File: config.mk
export PLATFORM = sky130hd
export DESIGN_NAME = boundary_tag_fit_allocator
export DESIGN_NICKNAME = d
export VERILOG_FILES = /design/src/rtl/btfa_pkg.sv /design/src/rtl/btfa_cell.sv /design/src/rtl/boundary_tag_fit_allocator.sv
export SDC_FILE = /design/constraint.sdc
export NUM_CORES = 2
export LEC_CHECK = 0
export BUFFER_PORTS_ARGS = -buffer_cell sky130_fd_sc_hd__clkbuf_2
export CORE_ASPECT_RATIO = 1.2
export CORE_UTILIZATION = 27
export DETAILED_ROUTE_END_ITERATION = 8
export GPL_TIMING_DRIVEN = 0
export SETUP_SLACK_MARGIN = 0.5
export SYNTH_ARGS = -nofsm -noshare
export SYNTH_HDL_FRONTEND = slang
export SYNTH_SLANG_ARGS = --single-unit
File: constraint.sdc
create_clock -name clk_i -period 9.5 [get_ports clk_i]
set_input_delay 2.375 -clock clk_i [delete_from_list [all_inputs] [get_ports clk_i]]
set_output_delay 2.375 -clock clk_i [all_outputs]
set_load 0.005 [all_outputs]
File: src/rtl/btfa_pkg.sv
// Package for the boundary tag fit allocator.
// Holds status codes, register indexes, fit policy codes, mode codes and the cell contents struct.
// No dependencies.
package btfa_pkg;

  localparam logic [1:0] StOk      = 2'd0;
  localparam logic [1:0] StNoFit   = 2'd1;
  localparam logic [1:0] StFull    = 2'd2;
  localparam logic [1:0] StUnknown = 2'd3;

  localparam logic [1:0] PolFirst = 2'd0;
  localparam logic [1:0] PolBest  = 2'd1;
  localparam logic [1:0] PolWorst = 2'd2;

  localparam logic RegArena  = 1'b0;
  localparam logic RegPolicy = 1'b1;

  localparam logic ModeAlloc = 1'b0;
  localparam logic ModeFree  = 1'b1;

  // Contents of one cell of the address-ordered chain.
  typedef struct packed {
    logic        busy;
    logic [15:0] start;
    logic [16:0] payload;
  } blk_t;

endpackage

File: src/rtl/btfa_cell.sv
// One cell of the sorted block chain: holds one occupied block or nothing.
// Depends on btfa_pkg. Cells shift toward the tail on insert and toward the head on remove.
module btfa_cell (
  input  logic           clk_i,
  input  logic           rst_ni,
  input  logic           ins_i,
  input  logic           ins_here_i,
  input  logic           shift_r_i,
  input  logic           shift_l_i,
  input  btfa_pkg::blk_t new_i,
  input  btfa_pkg::blk_t left_i,
  input  btfa_pkg::blk_t right_i,
  output btfa_pkg::blk_t blk_o
);

  btfa_pkg::blk_t blk_q, blk_d;

  always_comb begin
    blk_d = blk_q;
    if (ins_i && ins_here_i) begin
      blk_d = new_i;
    end else if (ins_i && shift_r_i) begin
      blk_d = left_i;
    end else if (shift_l_i) begin
      blk_d = right_i;
    end
  end

  always_ff @(posedge clk_i or negedge rst_ni) begin
    if (!rst_ni) begin
      blk_q <= '0;
    end else begin
      blk_q <= blk_d;
    end
  end

  assign blk_o = blk_q;

endmodule

File: src/rtl/boundary_tag_fit_allocator.sv
// Boundary tag fit allocator: the chain of cells plus the scan sequencer.
// Usage: hold start high with an allocate or free transaction; it is taken while busy is low.
// Occupied blocks live in a chain of MAX_BLOCKS cells kept sorted by address.
// An allocate scans the chain one cell per cycle to find the chosen gap, then
// the cells shift together in the SIns state to open a place at the chosen position.
// A free compares all cells at once in SMul and closes the hole in the next, in SFree.
// An allocate passes through SMul, then SScan for each cell visited, then SIns
// and SDone; with a full table it goes from SMul straight to SDone, and a free
// passes through SMul, SFree and SDone.
// busy stays high until the result is shown.
// Results appear for one cycle with done_o high; the receiver cannot stall.
// After reset the chain is empty, arena_bytes is 4096 and fit_policy is first.
// Configuration writes use cfg_we_i, cfg_idx_i and cfg_wdata_i and take effect
// at once; the user must make them only while the block is idle, as it does not enforce this.
// free_bytes_o saturates at zero when the arena is shrunk below its blocks.
// A new transaction is taken only once the last one is done and busy is low.
// Table full is decided before the scan from the busy bit of the last cell.
module boundary_tag_fit_allocator #(
  parameter int MAX_BLOCKS  = 16,
  parameter int TAG_BYTES   = 32,
  parameter int MIN_PAYLOAD = 8
) (
  input  logic        clk_i,
  input  logic        rst_ni,
  input  logic        start,
  output logic        busy,
  input  logic        cfg_we_i,
  input  logic        cfg_idx_i,
  input  logic [15:0] cfg_wdata_i,
  input  logic        mode_i,
  input  logic [15:0] element_bytes_i,
  input  logic [15:0] element_count_i,
  input  logic [15:0] release_offset_i,
  output logic        done_o,
  output logic [1:0]  status_o,
  output logic [15:0] grant_offset_o,
  output logic [15:0] grant_bytes_o,
  output logic [15:0] free_bytes_o
);

  localparam int IW = $clog2(MAX_BLOCKS + 1);
  localparam int AW = $clog2(MAX_BLOCKS);
  localparam logic [IW-1:0] LastIdx = IW'(MAX_BLOCKS);
  localparam logic [17:0] Tag = 18'(TAG_BYTES);

  typedef enum logic [2:0] {SIdle, SMul, SScan, SIns, SFree, SDone} state_e;

  state_e        state_q;
  logic [15:0]   arena_q;
  logic [1:0]    policy_q;
  logic          mode_q;
  logic [15:0]   eb_q, ec_q, roff_q;
  logic [32:0]   need_q;
  logic [IW-1:0] idx_q;
  logic [16:0]   from_q;
  logic          found_q;
  logic [16:0]   pgap_q;
  logic [16:0]   pstart_q;
  logic [IW-1:0] ppos_q;
  logic [16:0]   occ_q;
  logic [1:0]    st_q;
  logic [15:0]   goff_q, gby_q;
  logic          done_q;
  logic [MAX_BLOCKS-1:0] hit_q;

  btfa_pkg::blk_t cells [MAX_BLOCKS];
  btfa_pkg::blk_t newb;
  logic [MAX_BLOCKS-1:0] ins_here, shift_r, shift_l;
  logic          do_ins;

  for (genvar g = 0; g < MAX_BLOCKS; g++) begin : g_cell
    btfa_pkg::blk_t lf, rt;
    if (g == 0) begin : g_l
      assign lf = '0;
    end else begin : g_l
      assign lf = cells[g-1];
    end
    if (g == MAX_BLOCKS - 1) begin : g_r
      assign rt = '0;
    end else begin : g_r
      assign rt = cells[g+1];
    end
    assign ins_here[g] = (ppos_q == IW'(g));
    assign shift_r[g]  = (ppos_q < IW'(g));
    // A cell moves left when it or any cell before it was the freed one.
    assign shift_l[g]  = (state_q == SFree) && (|hit_q[g:0]);
    btfa_cell u_cell (
      .clk_i, .rst_ni,
      .ins_i(do_ins), .ins_here_i(ins_here[g]), .shift_r_i(shift_r[g]),
      .shift_l_i(shift_l[g]), .new_i(newb), .left_i(lf), .right_i(rt),
      .blk_o(cells[g])
    );
  end

  // Scan view of the current cell.
  btfa_pkg::blk_t cur;
  logic           cur_end;
  logic [16:0]    gap_end, gap, gap_from_nx;
  logic [33:0]    need_tag;
  logic           fits, take;
  logic [33:0]    rest;
  logic [16:0]    grant;
  logic [31:0]    prod;

  assign prod = eb_q * ec_q;

  always_comb begin
    cur = (idx_q < LastIdx) ? cells[idx_q[AW-1:0]] : '0;
    cur_end = !cur.busy;
    gap_end = cur_end ? {1'b0, arena_q} : {1'b0, cur.start};
    gap = (gap_end > from_q) ? gap_end - from_q : '0;
    need_tag = {1'b0, need_q} + 34'(Tag);
    fits = {17'd0, gap} >= need_tag;
    if (!found_q) take = 1'b1;
    else if (policy_q == btfa_pkg::PolBest) take = gap < pgap_q;
    else if (policy_q == btfa_pkg::PolWorst) take = gap > pgap_q;
    else take = 1'b0;
    gap_from_nx = 17'({1'b0, cur.start} + Tag + {1'b0, cur.payload});
    rest = {17'd0, pgap_q} - need_tag;
    grant = need_q[16:0];
    if (rest != '0 && rest < 34'(Tag)) grant = 17'(need_q + rest[32:0]);
    newb.busy = 1'b1;
    newb.start = pstart_q[15:0];
    newb.payload = grant;
  end

  assign do_ins = (state_q == SIns) && found_q;
  assign busy   = (state_q != SIdle);

  logic [MAX_BLOCKS-1:0] hit;
  always_comb begin
    for (int k = 0; k < MAX_BLOCKS; k++) begin
      hit[k] = cells[k].busy && (17'({1'b0, cells[k].start} + Tag) == {1'b0, roff_q});
    end
  end

  always_ff @(posedge clk_i or negedge rst_ni) begin
    if (!rst_ni) begin
      state_q  <= SIdle;
      arena_q  <= 16'd4096;
      policy_q <= btfa_pkg::PolFirst;
      occ_q    <= '0;
      done_q   <= 1'b0;
      found_q  <= 1'b0;
      idx_q    <= '0;
      ppos_q   <= LastIdx;
      hit_q    <= '0;
      mode_q   <= btfa_pkg::ModeAlloc;
      eb_q     <= '0;
      ec_q     <= '0;
      roff_q   <= '0;
      need_q   <= '0;
      from_q   <= '0;
      pgap_q   <= '0;
      pstart_q <= '0;
      st_q     <= btfa_pkg::StOk;
      goff_q   <= '0;
      gby_q    <= '0;
    end else begin
      done_q <= 1'b0;
      if (cfg_we_i) begin
        if (cfg_idx_i == btfa_pkg::RegArena) arena_q <= cfg_wdata_i;
        else policy_q <= cfg_wdata_i[1:0];
      end
      unique case (state_q)
        SIdle: begin
          ppos_q <= LastIdx;
          if (start) begin
            mode_q <= mode_i;
            eb_q   <= element_bytes_i;
            ec_q   <= element_count_i;
            roff_q <= release_offset_i;
            goff_q <= '0;
            gby_q  <= '0;
            state_q <= SMul;
          end
        end
        SMul: begin
          if (mode_q == btfa_pkg::ModeFree) begin
            hit_q <= hit;
            st_q <= (|hit) ? btfa_pkg::StOk : btfa_pkg::StUnknown;
            state_q <= SFree;
          end else if (cells[MAX_BLOCKS-1].busy) begin
            st_q <= btfa_pkg::StFull;
            state_q <= SDone;
          end else begin
            need_q <= (prod < 32'(MIN_PAYLOAD)) ? 33'(MIN_PAYLOAD) : {1'b0, prod};
            idx_q <= '0;
            from_q <= '0;
            found_q <= 1'b0;
            state_q <= SScan;
          end
        end
        SScan: begin
          if (fits && take) begin
            found_q <= 1'b1;
            pgap_q <= gap;
            pstart_q <= from_q;
            ppos_q <= idx_q;
          end
          if ((fits && policy_q != btfa_pkg::PolBest && policy_q != btfa_pkg::PolWorst)
              || cur_end) begin
            state_q <= SIns;
          end else begin
            from_q <= gap_from_nx;
            idx_q <= idx_q + 1'b1;
          end
        end
        SIns: begin
          if (found_q) begin
            st_q <= btfa_pkg::StOk;
            goff_q <= 16'(pstart_q + Tag);
            gby_q <= grant[15:0];
            occ_q <= 17'(occ_q + grant + Tag);
          end else begin
            st_q <= btfa_pkg::StNoFit;
          end
          found_q <= 1'b0;
          state_q <= SDone;
        end
        SFree: begin
          for (int k = 0; k < MAX_BLOCKS; k++) begin
            if (hit_q[k]) begin
              occ_q <= (occ_q >= 17'(cells[k].payload + Tag))
                       ? 17'(occ_q - cells[k].payload - Tag) : '0;
            end
          end
          hit_q <= '0;
          state_q <= SDone;
        end
        SDone: begin
          done_q <= 1'b1;
          state_q <= SIdle;
        end
        default: state_q <= SIdle;
      endcase
    end
  end

  assign done_o = done_q;
  assign status_o = st_q;
  assign grant_offset_o = goff_q;
  assign grant_bytes_o = gby_q;
  assign free_bytes_o = ({1'b0, arena_q} > occ_q) ? 16'({1'b0, arena_q} - occ_q) : '0;

  a_one_hit: assert property (@(posedge clk_i) disable iff (!rst_ni)
    $onehot0(hit_q)) else $error("several blocks matched one offset");
  a_done_pulse: assert property (@(posedge clk_i) disable iff (!rst_ni)
    done_q |=> !done_q) else $error("result shown twice");
  a_busy_start: assert property (@(posedge clk_i) disable iff (!rst_ni)
    (busy && state_q == SIdle) |-> 1'b0) else $error("busy while idle");

endmodule
==> impl_metrics.py <==
metrics = {
    "run_status": {
        "status": "finished with violations",
        "violations": "DRC, capacitance limit, slew limit",
    },
    "sta": {
        "max_freq_mhz": 114,
        "post-route-worst-setup-slack_ns": 0.690,
        "fin_tns_setup_ns": 0,
        "fin_crit_sh_pct": 92.7,
        "drv_slew": 82,
        "fin_crit_ns": 8.81,
        "rsz0062_at_grt": "false",
        "setup_viol": 0,
        "worstMarginPinSlew_ns": 1.63,
        "slew_headroom_pct": -8.36,
        "finClkSkew_ns": 0.0720,
        "hold_violations": 0,
    },
    "pwr": {
        "vdd_drop_max_mv": 2.03,
        "intPower_w": 0.0210,
        "leakage_nw": 43.0,
        "p_comb_share_pct": 82.9,
        "clkPwrFrac_pct": 8.2,
        "pwr-share-seq_pct": 8.8,
        "p_sw_w": 0.0249,
        "p_per_area_nw_per_um2": 465,
        "sw_frac_of_total_pct": 54.2,
    },
    "clocking": {
        "cts.clk_slew.worst_paths_ns": 0.06,
        "cts_buffer_depth": 3,
        "insertion_delay_ns": 0.79,
        "cts_tree": "built",
        "cts_num_sinks": 775,
        "h-tree-depth": 3,
        "hold_buffers": 0,
        "numCtsBuffers": 91,
        "clockRootBuffer": "clkbuf_16",
    },
    "layout": {
        "fill_cells": 35100,
        "syn2layout_area_growth_pct": 11.6,
        "instances_no_fill": 15400,
        "fin_nets": 12300,
        "layout-drive-gt1-share_pct": 7.10,
    },
    "worst_setup_path": {
        "r2r_cells": 29,
        "end_kind": "flop",
        "crit_type": "reg2reg",
        "critical_path.slowest_cell": "mux4_2",
        "start_kind": "flop",
        "required_ns": 10.11,
        "r2r_end": "pstart_q[14]",
        "cp_max_fo": 10,
        "crit_end": "pstart_q[14]",
        "startpoint": "idx_q[1]",
        "r2r-start": "idx_q[1]",
        "reg2reg_slack_ns": 0.69,
        "arrival_ns": 9.42,
        "max_stage_delay_ns": 0.66,
    },
    "routing": {
        "route.detailed.drc": 9,
        "ant_nets": 0,
        "drtIter0Drc": 10700,
        "routed_via_density": 5.75,
        "drt_first_pass_iters": 9,
        "wl_mm": 425,
        "via_count": 88300,
        "wl_per_cell_um": 27.7,
    },
    "die": {
        "die_h_um": 629,
        "fp.coreArea_um2": 325000,
        "rows": 229,
        "start_util_pct": 27.2,
        "ioPinCount": 122,
        "die_x_um": 524,
        "die-area_um2": 330000,
    },
    "synth": {
        "syn-instance-count": 10700,
        "syn_nets": 12000,
        "syn_area_per_cell_um2": 8.24,
        "yosys-top-cells-count": "1371 x nand2_1, 978 x ha_1, 930 x inv_1",
        "yosysMostFrequentCell": "nand2_1",
        "synth_edf_count": 0,
        "yosysTopAreaCellShare_pct": 21.9,
        "synth_top_cell_by_area": "dfrtp_1",
        "ys_async_sr_fraction_pct": 100,
        "synth_seq_cells": 775,
        "synth_seq_area_share_pct": 21.9,
        "netlist_top_cells_area": "dfrtp_1 22%, ha_1 14%, nand2_1 5.8%",
        "yosysUniqueCellTypes": 93,
        "ys.flop_type": "dfrtp_1",
        "netlist_area_um2": 88400,
        "yosysWarnings": 0,
    },
    "global_routing": {
        "grt_max_degree": 107,
        "grt_usage_pct": 25.2,
        "antenna_found_initial": 45,
        "grt_pass1_vias": 83200,
        "grt_pass1_wl_mm": 605,
        "overflow": 0,
    },
    "place": {
        "place_inst": 15200,
        "dp_slack_ns": -2.75,
        "port_buffers": 121,
        "place_congestion": 1.07,
        "hpwl_mm": 341,
    },
    "job": {
        "cap_violations": 8,
    },
    "worst_hold_path": {
        "hold_path_class": "reg2reg",
    },
}
==> layout make-up <==
type,count,area (um^2),share of cell area [%]
antenna,43,108,0.109
buffer,629,2520,2.56
clock buffer,123,2550,2.58
clock inverter,43,507,0.514
inverter,931,3490,3.54
multi-input combinational,8392,63300,64.2
sequential,775,19400,19.7
tap,4273,5350,5.42
timing repair buffer,166,1350,1.37
==> state kept, by name, summed over array words and instances (netlist names), 17 cells and up <==
| name | cells |
|---|---|
| occ_q | 17 |
| need_q | 32 |
| from_q | 17 |
| g_cell.u_cell.blk_o | 544 |
| pgap_q | 17 |
==> power groups by stage <==
stage	sequential [W]	combinational (W)	clock, W
final	0.00406	0.0380	0.00378
after global routing	0.00406	0.0420	0.00390
after CTS	0.00404	0.0380	0.00379
after detailed placement	0.00410	0.0378	0
after global placement	0.00414	0.0374	0
after floorplan	0.00381	0.0299	0
==> metal layers <==
layer | vias to the layer above | GRT usage, % | wire [um]
li1 | 38600 | - | -
met1 | 43000 | 30.2 | 159000
met2 | 5111 | 38.6 | 185000
met5 | - | 0.103 | 182
met4 | 24 | 21.7 | 44100
met3 | 1595 | 4.70 | 37300
==> worst min-delay path by stage <==
stage                     slack [ns]  cells past startpoint                  to                from
final                           0.48                      2  grant_offset_o[14]  grant_offset_o[14]
after global routing            0.51                      2   grant_bytes_o[15]   grant_bytes_o[15]
after CTS                       0.48                      2   grant_bytes_o[15]   grant_bytes_o[15]
after detailed placement        0.47                      2   grant_bytes_o[15]   grant_bytes_o[15]
after global placement          0.47                      2   grant_bytes_o[11]   grant_bytes_o[11]
after floorplan                 0.47                      2         status_o[0]         status_o[0]
==> stage by stage <==
step / total power, W / cell area [um^2] / util [%] / hold WS (ns)
detailed placement: 0.0419 / 95200 / 29.3 / 0.470
global placement: 0.0415 / 94300 / 29.0 / 0.465
CTS: 0.0459 / 98400 / 30.3 / 0.484
floorplan: 0.0337 / 88400 / - / 0.471
global route: 0.0500 / 98500 / 30.3 / 0.511
finish: 0.0459 / 98600 / 30.3 / 0.481
==> kinds of logic after synthesis <==
| group | after synthesis | synth area share (%) |
|---|---|---|
| simple gates | 3302 | 17.4 |
| compound gates | 2651 | 19.2 |
| buf+inv | 1560 | 6.66 |
| fa+ha+maj | 1229 | 19.5 |
| xor+xnor | 780 | 7.75 |
| flops | 775 | 21.9 |
| mux | 430 | 7.47 |
==> worst max-delay path: cells and delay by family (launching register included) <==
| family | cells | cell delay (ns) |
|---|---|---|
| DFF | 1 | 0.58 |
| adders and majority gates | 2 | 0.57 |
| muxes | 4 | 1.85 |
| and+or+nand+nor | 5 | 0.68 |
| AOI/OAI and AO/OA | 12 | 3.15 |
| buffers and inverters | 6 | 1.75 |
==> repair_timing <==
action,CTS,global route
gates cloned,0,0
gates resized for setup,63,46
endpoints found under the setup margin,64,68
setup buffers,2,3
pin swaps,3,3
==> cell usage in the layout (no fill, tap or decap), drive strengths merged, types with 375 or more instances in the layout <==
master  count
a21oi     690
clkbuf    808
o21ai     664
inv       937
ha        978
xnor2     440
nand3     375
nor2      552
dfrtp     773
nand2    1371
Power figures use the tool's default switching activity.
